File: src/rtl/assert_macros.svh
// Assertion macros for the allocator RTL.
`ifndef ASSERT_MACROS_SVH
`define ASSERT_MACROS_SVH

// Check a property on every clock edge outside reset.
`define FFRA_ASSERT(lbl, prop, msg) \
  lbl: assert property (@(posedge clk) disable iff (!rst_n) prop) else $error(msg);

// Check that a condition implies a consequence in the next cycle.
`define FFRA_ASSERT_NEXT(lbl, cond, cons, msg) \
  lbl: assert property (@(posedge clk) disable iff (!rst_n) (cond) |=> (cons)) else $error(msg);

`endif

File: src/rtl/ffra_pkg.sv
// Types and constants of the first-fit region allocator.
`default_nettype none
package ffra_pkg;
  localparam int OFF_W  = 20;
  localparam int SIZE_W = 21;
  localparam int IDX_W  = 8;

  localparam logic [SIZE_W-1:0] ARENA_MIN   = 21'd64;
  localparam logic [SIZE_W-1:0] ARENA_MAX   = 21'd1048576;
  localparam logic [SIZE_W-1:0] ARENA_RESET = 21'd65536;

  localparam logic [1:0] ST_OK        = 2'd0;
  localparam logic [1:0] ST_NO_SPACE  = 2'd1;
  localparam logic [1:0] ST_NOT_FOUND = 2'd2;

  localparam logic OP_ALLOC = 1'b0;
  localparam logic OP_FREE  = 1'b1;

  typedef struct packed {
    logic              op;
    logic [SIZE_W-1:0] req_size;
    logic [OFF_W-1:0]  free_addr;
  } in_t;

  typedef struct packed {
    logic [1:0]        status;
    logic [OFF_W-1:0]  block_addr;
    logic [SIZE_W-1:0] block_size;
    logic [SIZE_W-1:0] used_bytes;
  } out_t;

  typedef struct packed {
    logic [OFF_W-1:0]  start;
    logic [SIZE_W-1:0] size;
    logic              used;
  } ent_t;

  typedef struct packed {
    logic             wr_en;
    logic [IDX_W-1:0] wr_idx;
    ent_t             wr_ent;
    logic             ins_en;
    logic [IDX_W-1:0] ins_idx;
    ent_t             ins_ent;
    logic             rm_en;
    logic [IDX_W-1:0] rm_idx;
  } tbl_cmd_t;
endpackage
`default_nettype wire

File: src/rtl/ffra_table.sv
// Address-ordered region table with single read port, insert and remove shifts.
`default_nettype none
module ffra_table #(
  parameter int MAX_REGIONS  = 16,
  parameter int HEADER_BYTES = 16
) (
  input  wire logic                               clk,
  input  wire logic                               rst_n,
  input  wire logic                               init_en,
  input  wire logic [ffra_pkg::SIZE_W-1:0]        init_size,
  input  wire logic [$clog2(MAX_REGIONS)-1:0]     rd_idx,
  output ffra_pkg::ent_t                          rd_ent,
  input  wire ffra_pkg::tbl_cmd_t                 cmd,
  output logic [$clog2(MAX_REGIONS+1)-1:0]        count
);
  import ffra_pkg::*;

  localparam int IW = $clog2(MAX_REGIONS);
  localparam int CW = $clog2(MAX_REGIONS + 1);
  localparam logic [OFF_W-1:0]  HB_OFF  = OFF_W'(HEADER_BYTES);
  localparam logic [SIZE_W-1:0] HB_SIZE = SIZE_W'(HEADER_BYTES);

  ent_t          ent_r   [MAX_REGIONS];
  ent_t          ent_nxt [MAX_REGIONS];
  logic [CW-1:0] cnt_r, cnt_nxt;
  logic [CW-1:0] ins_i, rm_i;

  assign ins_i = CW'(cmd.ins_idx);
  assign rm_i  = CW'(cmd.rm_idx);

  always_comb begin
    ent_nxt = ent_r;
    cnt_nxt = cnt_r;
    if (init_en) begin
      ent_nxt[0] = '{start: HB_OFF, size: init_size, used: 1'b0};
      cnt_nxt    = CW'(1);
    end else begin
      for (int k = 1; k < MAX_REGIONS; k++) begin
        if (cmd.ins_en && CW'(k) > ins_i && CW'(k) <= cnt_r) begin
          ent_nxt[k] = ent_r[k-1];
        end
      end
      for (int k = 0; k < MAX_REGIONS - 1; k++) begin
        if (cmd.rm_en && CW'(k) >= rm_i && CW'(k + 1) < cnt_r) begin
          ent_nxt[k] = ent_r[k+1];
        end
      end
      if (cmd.ins_en) begin
        ent_nxt[cmd.ins_idx[IW-1:0]] = cmd.ins_ent;
        cnt_nxt = cnt_r + CW'(1);
      end
      if (cmd.rm_en && cnt_r > CW'(1)) begin
        cnt_nxt = cnt_r - CW'(1);
      end
      if (cmd.wr_en) begin
        ent_nxt[cmd.wr_idx[IW-1:0]] = cmd.wr_ent;
      end
    end
  end

  always_ff @(posedge clk) begin
    if (!rst_n) begin
      cnt_r    <= CW'(1);
      ent_r[0] <= '{start: HB_OFF, size: ARENA_RESET - HB_SIZE, used: 1'b0};
    end else begin
      cnt_r <= cnt_nxt;
      ent_r <= ent_nxt;
    end
  end

  assign rd_ent = ent_r[rd_idx];
  assign count  = cnt_r;
endmodule
`default_nettype wire

File: src/rtl/first_fit_region_allocator_top.sv
// Top level of the first-fit region allocator with coalescing.
//
//   channel  direction  handshake            payload
//   in_      input      in_valid/in_ready    ffra_pkg::in_t
//   out_     output     out_valid/out_ready  ffra_pkg::out_t
//   cfg_     input      cfg_we (no wait)     arena_size, 21 bits
//
// An allocate is accepted, scans the entries and then writes the chosen entry,
// splitting off any remainder; a free is accepted, scans the entries, marks the
// entry free and takes up to 3 merge steps (S_NEXT, S_PREV, S_PREV2). The scan
// reads one table entry per cycle through the single table read port. The
// result waits in an output register; a new transaction is taken once it has
// been delivered. Synchronous reset leaves one free region.
`default_nettype none
module first_fit_region_allocator_top #(
  parameter int MAX_REGIONS  = 16,
  parameter int HEADER_BYTES = 16
) (
  input  wire logic                        clk,
  input  wire logic                        rst_n,
  input  wire logic                        in_valid,
  output logic                             in_ready,
  input  wire ffra_pkg::in_t               in_data,
  output logic                             out_valid,
  input  wire logic                        out_ready,
  output ffra_pkg::out_t                   out_data,
  input  wire logic                        cfg_we,
  input  wire logic [ffra_pkg::SIZE_W-1:0] cfg_wdata
);
  import ffra_pkg::*;
  `include "assert_macros.svh"

  localparam int IW = $clog2(MAX_REGIONS);
  localparam int CW = $clog2(MAX_REGIONS + 1);
  localparam logic [SIZE_W-1:0] HB = SIZE_W'(HEADER_BYTES);

  typedef enum logic [6:0] {
    S_IDLE  = 7'b0000001,
    S_SCAN  = 7'b0000010,
    S_ALLOC = 7'b0000100,
    S_FREE  = 7'b0001000,
    S_NEXT  = 7'b0010000,
    S_PREV  = 7'b0100000,
    S_PREV2 = 7'b1000000
  } state_t;

  state_t            state_r, state_nxt;
  in_t               req_r, req_nxt;
  logic [IW-1:0]     idx_r, idx_nxt;
  logic [IW-1:0]     base_r, base_nxt;
  logic [SIZE_W-1:0] sz_r, sz_nxt;
  logic [OFF_W-1:0]  st_r, st_nxt;
  logic [SIZE_W-1:0] used_r, used_nxt;
  logic              out_valid_r, out_valid_nxt;
  out_t              res_r, res_nxt;

  ent_t              e;
  tbl_cmd_t          cmd;
  logic [CW-1:0]     cnt;
  logic              init_en;
  logic [SIZE_W-1:0] arena_v, init_size;
  logic              last, hit;
  logic [SIZE_W-1:0] left, gsz, merged;
  logic              split;
  logic [SIZE_W:0]   give;

  assign init_en = cfg_we;
  assign arena_v = (cfg_wdata < ARENA_MIN) ? ARENA_MIN :
                   (cfg_wdata > ARENA_MAX) ? ARENA_MAX : cfg_wdata;
  assign init_size = arena_v - HB;

  ffra_table #(
    .MAX_REGIONS (MAX_REGIONS),
    .HEADER_BYTES(HEADER_BYTES)
  ) u_table (
    .clk      (clk),
    .rst_n    (rst_n),
    .init_en  (init_en),
    .init_size(init_size),
    .rd_idx   (idx_r),
    .rd_ent   (e),
    .cmd      (cmd),
    .count    (cnt)
  );

  assign last = (CW'(idx_r) + CW'(1)) >= cnt;
  assign hit  = (req_r.op == OP_ALLOC) ? (!e.used && e.size >= req_r.req_size)
                                       : (e.used && e.start == req_r.free_addr);
  assign left   = e.size - req_r.req_size;
  assign split  = (left > HB) && (cnt < CW'(MAX_REGIONS));
  assign gsz    = split ? req_r.req_size : e.size;
  assign give   = {1'b0, e.size} + {1'b0, HB};
  assign merged = (state_r == S_NEXT) ? (sz_r + e.size + HB) : (e.size + sz_r + HB);

  always_comb begin
    state_nxt     = state_r;
    req_nxt       = req_r;
    idx_nxt       = idx_r;
    base_nxt      = base_r;
    sz_nxt        = sz_r;
    st_nxt        = st_r;
    used_nxt      = used_r;
    res_nxt       = res_r;
    out_valid_nxt = out_valid_r;
    cmd           = '0;
    if (out_valid_r && out_ready) begin
      out_valid_nxt = 1'b0;
    end
    case (state_r)
      S_IDLE: begin
        if (in_valid && in_ready) begin
          req_nxt   = in_data;
          idx_nxt   = '0;
          state_nxt = S_SCAN;
        end
      end
      S_SCAN: begin
        if (hit) begin
          state_nxt = (req_r.op == OP_ALLOC) ? S_ALLOC : S_FREE;
        end else if (last) begin
          res_nxt.status     = (req_r.op == OP_ALLOC) ? ST_NO_SPACE : ST_NOT_FOUND;
          res_nxt.block_addr = (req_r.op == OP_ALLOC) ? '0 : req_r.free_addr;
          res_nxt.block_size = '0;
          res_nxt.used_bytes = used_r;
          out_valid_nxt      = 1'b1;
          state_nxt          = S_IDLE;
        end else begin
          idx_nxt = idx_r + IW'(1);
        end
      end
      S_ALLOC: begin
        cmd.wr_en  = 1'b1;
        cmd.wr_idx = IDX_W'(idx_r);
        cmd.wr_ent = '{start: e.start, size: gsz, used: 1'b1};
        if (split) begin
          cmd.ins_en  = 1'b1;
          cmd.ins_idx = IDX_W'(idx_r) + IDX_W'(1);
          cmd.ins_ent = '{start: e.start + req_r.req_size[OFF_W-1:0] + HB[OFF_W-1:0],
                          size: left - HB, used: 1'b0};
        end
        used_nxt           = used_r + HB + gsz;
        res_nxt.status     = ST_OK;
        res_nxt.block_addr = e.start;
        res_nxt.block_size = gsz;
        res_nxt.used_bytes = used_r + HB + gsz;
        out_valid_nxt      = 1'b1;
        state_nxt          = S_IDLE;
      end
      S_FREE: begin
        cmd.wr_en  = 1'b1;
        cmd.wr_idx = IDX_W'(idx_r);
        cmd.wr_ent = '{start: e.start, size: e.size, used: 1'b0};
        used_nxt   = ({1'b0, used_r} > give) ? (used_r - give[SIZE_W-1:0]) : '0;
        res_nxt.status     = ST_OK;
        res_nxt.block_addr = req_r.free_addr;
        res_nxt.block_size = e.size;
        sz_nxt   = e.size;
        st_nxt   = e.start;
        base_nxt = idx_r;
        if (last) begin
          state_nxt = S_PREV;
        end else begin
          idx_nxt   = idx_r + IW'(1);
          state_nxt = S_NEXT;
        end
      end
      S_NEXT: begin
        if (!e.used) begin
          cmd.wr_en  = 1'b1;
          cmd.wr_idx = IDX_W'(base_r);
          cmd.wr_ent = '{start: st_r, size: merged, used: 1'b0};
          cmd.rm_en  = 1'b1;
          cmd.rm_idx = IDX_W'(idx_r);
          sz_nxt     = merged;
        end
        idx_nxt   = base_r;
        state_nxt = S_PREV;
      end
      S_PREV: begin
        if (base_r == '0) begin
          res_nxt.used_bytes = used_r;
          out_valid_nxt      = 1'b1;
          state_nxt          = S_IDLE;
        end else begin
          idx_nxt   = base_r - IW'(1);
          state_nxt = S_PREV2;
        end
      end
      S_PREV2: begin
        if (!e.used) begin
          cmd.wr_en  = 1'b1;
          cmd.wr_idx = IDX_W'(idx_r);
          cmd.wr_ent = '{start: e.start, size: merged, used: 1'b0};
          cmd.rm_en  = 1'b1;
          cmd.rm_idx = IDX_W'(base_r);
        end
        res_nxt.used_bytes = used_r;
        out_valid_nxt      = 1'b1;
        state_nxt          = S_IDLE;
      end
      default: begin
        state_nxt = S_IDLE;
      end
    endcase
    if (cfg_we) begin
      used_nxt = '0;
    end
  end

  always_ff @(posedge clk) begin
    if (!rst_n) begin
      state_r     <= S_IDLE;
      out_valid_r <= 1'b0;
      used_r      <= '0;
    end else begin
      state_r     <= state_nxt;
      out_valid_r <= out_valid_nxt;
      used_r      <= used_nxt;
    end
  end

  always_ff @(posedge clk) begin
    req_r  <= req_nxt;
    idx_r  <= idx_nxt;
    base_r <= base_nxt;
    sz_r   <= sz_nxt;
    st_r   <= st_nxt;
    res_r  <= res_nxt;
  end

  assign in_ready  = (state_r == S_IDLE) && !out_valid_r;
  assign out_valid = out_valid_r;
  assign out_data  = res_r;

  `FFRA_ASSERT(a_count_range, (cnt != '0) && (cnt <= CW'(MAX_REGIONS)), "table count out of range")
  `FFRA_ASSERT_NEXT(a_accept_scan, in_valid && in_ready, state_r == S_SCAN, "accept did not start scan")
  `FFRA_ASSERT(a_scan_idx, (state_r == S_SCAN) |-> (CW'(idx_r) < cnt), "scan index past table end")
  `FFRA_ASSERT_NEXT(a_alloc_done, state_r == S_ALLOC, out_valid_r && state_r == S_IDLE, "allocate did not finish")
endmodule
`default_nettype wire

File: config.mk
export PLATFORM = sky130hd
export DESIGN_NAME = first_fit_region_allocator_top
export DESIGN_NICKNAME = d
export VERILOG_FILES = /design/src/rtl/ffra_pkg.sv /design/src/rtl/ffra_table.sv /design/src/rtl/first_fit_region_allocator_top.sv
export VERILOG_INCLUDE_DIRS = /design/src /design/src/rtl
export SDC_FILE = /design/constraint.sdc
export NUM_CORES = 2
export LEC_CHECK = 0
export ABC_AREA = 0
export BUFFER_PORTS_ARGS = -buffer_cell sky130_fd_sc_hd__buf_2
export CORE_MARGIN = 10
export CORE_UTILIZATION = 45
export CTS_CLUSTER_DIAMETER = 120
export DETAILED_ROUTE_END_ITERATION = 6
export PLACE_DENSITY = 0.57
export SLEW_MARGIN = 20
export SYNTH_ARGS = -nofsm -noshare
export SYNTH_HDL_FRONTEND = slang
export SYNTH_SLANG_ARGS = --single-unit
File: constraint.sdc
create_clock -name clk -period 22.3 [get_ports clk]
set_input_delay 2.23 -clock clk [delete_from_list [all_inputs] [get_ports clk]]
set_output_delay 2.23 -clock clk [all_outputs]
set_load 0.01 [all_outputs]
# == Yosys cells after proc, flatten, opt, wreduce, memory -nomap -nowiden ==
# Cells that the tools add are included.
# totals
elab_cells,361
reg_bits,861
ramBits,0
memories,0
rom_bits,0
output_inout_bits,66
input_bits,68
latchBits,0
# op_classes
n_reduce_logical,87
n_shift,0
mul,0
n_addsub,17
n_lt_le_gt_ge,73
bitwise,5
muxes,101
n_div,0
n_eq_ne,15
# op_table
cell,count
two-way mux 42 bit,50
two-way mux 672 bit,3
bitwise mux 672 bit,2
demux 42 bit (select 4 bit),2
two-way mux 51 bit,4
case mux 51 bit (4 select lines),1
binary-select mux 42 bit (select 4 bit),1
case mux 43 bit (3 select lines),1
two-way mux 64 bit,2
two-way mux 21 bit,6
case mux 21 bit (2 select lines),2
case mux 21 bit (4 select lines),1
logical AND 1 bit,69
adder 21 bit,2
adder 21 x 5 -> 21 bit (second input constant),2
subtractor 21 bit,2
subtractor 21 x 5 -> 21 bit (second input constant),2
greater-than comparator 4 x 5 -> 1 bit (first input constant),8
<= comparator 4 x 5 -> 1 bit (first input constant),8
less-than comparator 4 x 5 -> 1 bit (first input constant),8
>= comparator 4 x 5 -> 1 bit (first input constant),7
case mux 7 bit (5 select lines),1
two-way mux 7 bit,4
adder 21 x 5 -> 22 bit (second input constant),1
62 further kinds,109

# == Logic depth before layout (Yosys ltp) ==
# depth
word_depth,21
depth_mapped,40
mapped_depth_nobuf,32

# == Modules after synthesis ==
# A second synthesis with hierarchy kept.
# hier_totals
hier_cells,7011
hier_area_um2,65282.6
# modules_own_cells
module,cells_per_inst,seq_area_each_um2,area_each_um2,n_inst
ffra_table,5444,19859.0,50749.9,1
first_fit_region_allocator_top,1567,5235.0,14532.7,1

# == Worst setup path after synthesis ==
# OpenSTA, ideal clock, no wires.
# synth_path
kind,in2reg
start,input cfg_we
end,register u_table.ent_r[631] (netlist name)
setup_slack_ns,4.779
path_buffers,1
cell_stages,5
setup_time_ns,0.167
required_time_ns,22.133
arrival_ns,17.354
path_cell_list,clkbuf_1 -> nand2b_1 -> inv_1 -> nand2_1 -> o221ai_1
# synth_via
elab_chain_len,1
# synth_lines
element,line,text
from (decl),first_fit_region_allocator_top.sv:27,"input wire logic cfg_we,"
two-way mux 22 bit,ffra_table.sv:34,if (init_en) begin
to (signal assigned),ffra_table.sv:67,ent_r <= ent_nxt;
to (decl),ffra_table.sv:23,ent_t ent_r [MAX_REGIONS];
# No other way between the ends.
# A chain may end at the register's enable or synchronous reset.

==> results by group <==
Pwr
  – Clock power frac: 23.4%
  – Total internal power: 3.90 mW
  – Power per cell area: 103 mW/mm^2
  – Final Total Pwr: 7.58 mW
  – Portion of total power attributed to combinational logic: 51.4%
  – Power spent charging and discharging nets: 3.68 mW
  – Sequential power share: 25.3%
  – Leakage power of the design: 27.8 nW
  – Sw Share: 48.5%
  – Largest voltage drop on the vdd net: 0.000131 V

Synth
  – Post-synthesis area per instance: 9.80 um^2
  – Count of warnings emitted by yosys: 0
  – Post-synth top flop: sky130_fd_sc_hd__edfxtp_1
  – Flip-flop and latch count after synthesis: 861
  – Cell taking the most area after synthesis: sky130_fd_sc_hd__edfxtp_1
  – Synth cell types: 96
  – Async set-or-reset flop fraction in the synthesized netlist: 0%
  – Largest cells by area after synthesis: sky130_fd_sc_hd__edfxtp_1, sky130_fd_sc_hd__mux2i_1, sky130_fd_sc_hd__mux4_2
  – Number of instances in the synthesized netlist: 6,796
  – Sequential element share of the synthesized area: 37.7%
  – Cell with the most instances after synthesis: sky130_fd_sc_hd__edfxtp_1
  – Area fraction of the dominant cell type after synthesis: 35.4%
  – Most frequent cells after synthesis: sky130_fd_sc_hd__edfxtp_1, sky130_fd_sc_hd__nor2_1, sky130_fd_sc_hd__mux2i_1, sky130_fd_sc_hd__nand2_1, sky130_fd_sc_hd__o21ai_0
  – Synthesized area: 0.0666 mm^2
  – Number of enable-type register cells in the synthesized netlist: 785
  – Nets in the synthesized netlist: 7,045

Status
  – Failing checks: DRC
  – Outcome: finished with violations

Timing
  – Sum of negative setup slack: 0 ns
  – Crit share post-route: 47.2%
  – Transition time at the pin with the least slew margin: 1.26 ns
  – Final Skew: 0.0461 ns
  – Tightest slew margin relative to the limit: 15.3%
  – Endpoints failing setup: 0
  – Maximum clock frequency: 0.0950 GHz
  – Post-route minimum period: 10.53 ns
  – Final hold violation count: 0
  – Total count of max-transition violations in the final report: 0
  – RSZ-0062 raised after global routing: false

Clock network
  – Hold Buf Count CTS: 0
  – Clock latency at the later pin of the worst-skew pair: 0.77 ns
  – Number of buffers added by the clock tree synthesis step: 107
  – Clock transition at path regs: 0.07 ns
  – Deepest clock path buffer count: 3
  – Root Buffer: sky130_fd_sc_hd__clkbuf_16
  – Maximum level of the CTS H-tree: 3
  – Number of cells upsized or downsized after cts: 0
  – Number of sinks driven by the clock tree: 861
  – TritonCTS clock tree: built
  – Post-CTS setup-driven buffer insertion count: 0

Floorplanning
  – Core Region: 0.147 mm^2
  – Starting utilization of the core area: 45.2%
  – Number of core rows: 141
  – Die area: 0.164 mm^2
  – Die X-Extent: 405 um
  – Chip Height: 405 um
  – I/O Pins: 134

Place
  – RD Place Congestion: 0.960
  – Hpwl dp: 207 mm
  – Post-placement cell count: 8,479
  – Quantity of I/O buffers inserted on ports: 133

Min path
  – Hold WC Path Type: reg -> reg

Setup path
  – Count of buffering cells on the critical path with inverters included: 6
  – Critical path's slowest cell: sky130_fd_sc_hd__buf_4
  – Required time at the worst-slack endpoint: 22.81 ns
  – CP Class: reg -> reg
  – Highest fanout seen on the critical path: 41
  – Worst stage delay on the critical path: 0.76 ns
  – Most numerous cell on the critical path: sky130_fd_sc_hd__buf_4
  – Data arrival time at the worst-slack endpoint: 11.03 ns
  – Family with the most delay on the worst path: compound AO/OA/AOI/OAI gates
  – Type of element launching the critical path: register
  – Endpoint kind of the worst setup timing path: register

Route
  – Final wirelength: 310 mm
  – WL/cell: 35.7 um
  – DRT iter0 DRCs: 10,900
  – Routed via count: 63,600
  – Number of nets with antenna violations after routing: 0
  – Number of DRC violations after detailed routing: 12
  – Pre-antenna DRT Iters: 7
  – Mean number of vias per cell: 7.32

Global routing
  – Overall overflow remaining after global route: 0
  – Vias in the first global route: 58,500
  – Overall routing resource usage: 36.2%
  – Largest net degree at the start of global routing: 169
  – First-pass GRT wire length: 438 mm
  – Antenna violations before repair: 18

Cells and area
  – Area growth from synthesis to layout: 9.92%
  – Post-layout instance count excluding filler cells: 8,681
  – Fin nets: 6,907
  – Share of post-route cells with drive strength above 1: 14.8%
  – Filler cell count in the final layout: 13,500
  – Post-Route Utilization: 49.6%

Run
  – Max-capacitance violation count: 0
==> logic make-up (layout without fill, tap and decap cells) <==
group	after synthesis	count (layout)	synth area share, %
other	0	3	0
xor gates and xnor gates	150	150	1.98
adders and majority gates	181	181	3.46
buffers and inverters	747	699	4.56
and+or+nand+nor	1788	1788	11.8
AOI/OAI and AO/OA	2208	2208	23.5
muxes	861	861	17.0
DFF	861	861	37.7
==> power groups by stage <==
stage               Clock [mW]  Sequential (mW)  Combinational [mW]
floorplan                    0             1.95                1.96
global placement             0             1.94                3.62
detailed placement           0             1.94                3.63
CTS                       1.77             1.91                3.65
global route              1.83             1.92                3.97
finish                    1.77             1.91                3.89
==> metal layers <==
layer / wire [um] / GRT usage (%) / up-vias
met1: 116000 / 47.1 / 31200
met3: 48900 / 14.9 / 882
li1: - / - / 26400
met5: 142 / 0 / -
met4: 15500 / 15.8 / 20
met2: 130000 / 52.6 / 5044
==> per-stage QoR <==
step	area (um^2)	setup slack, ns	hold WS, ns
finish	73200	11.77	0.584
global placement	69800	11.99	0.552
detailed placement	69800	11.90	0.564
CTS	73200	11.88	0.572
floorplan	66600	4.78	0.424
global route	73200	11.22	0.602
==> state kept, by name (all words and copies together), names as in the netlist <==
register and cells:
u_table.ent_r 672, u_table.count 5, state_r 7, sz_r 21, used_r 21, base_r 4, req_r 42, out_data 64
out_valid 1, st_r 20, idx_r 4
==> cell type report <==
cell class	count	area [um^2]	area share (%)
inverter	96	368	0.502
antenna	3	7.51	0.0103
clock inverter	56	479	0.655
multi-input combinational	5188	39200	53.6
clock buffer	143	2900	3.97
tap	1930	2410	3.30
timing repair buffer	404	2730	3.72
sequential	861	25100	34.3
==> worst paths after layout <==
kind	to	slack (ns)	depth (start not counted)	startpoint
worst max-delay path	out_data[19]	11.77	33	idx_r[0]
worst min-delay path	used_r[19]	0.58	2	used_r[19]
worst max register to register	out_data[19]	11.77	33	idx_r[0]
worst min register to register	used_r[19]	0.58	2	used_r[19]
==> cells in the final DEF, fill, tap and decap left out, drive strengths merged, types with 33 or more instances in the layout <==
cell / instances
a211o: 151
a211oi: 65
a21o: 65
a21oi: 348
a221oi: 70
a22o: 42
a22oi: 97
a2bb2oi: 150
a31oi: 49
and3: 48
buf: 404
clkbuf: 143
clkinv: 51
dfxtp: 76
edfxtp: 785
ha: 176
inv: 94
mux2: 82
mux2i: 570
mux4: 209
nand2: 540
nand2b: 38
nand3: 190
nand4: 33
nor2: 665
nor3: 104
nor4: 34
o211ai: 136
o21ai: 498
o221ai: 243
o22ai: 71
or3: 37
xnor2: 89
xor2: 61
==> worst register-to-register path, delay by kind of cell, from the launching register on <==
kind | cells | cell delay [ns]
fa+ha+maj | 4 | 1.36
flops | 1 | 0.32
compound gates | 13 | 3.26
simple gates | 7 | 1.09
mux | 2 | 1.38
buf+inv | 6 | 2.80
xor+xnor | 1 | 0.09
Power figures use the tool's default switching activity.
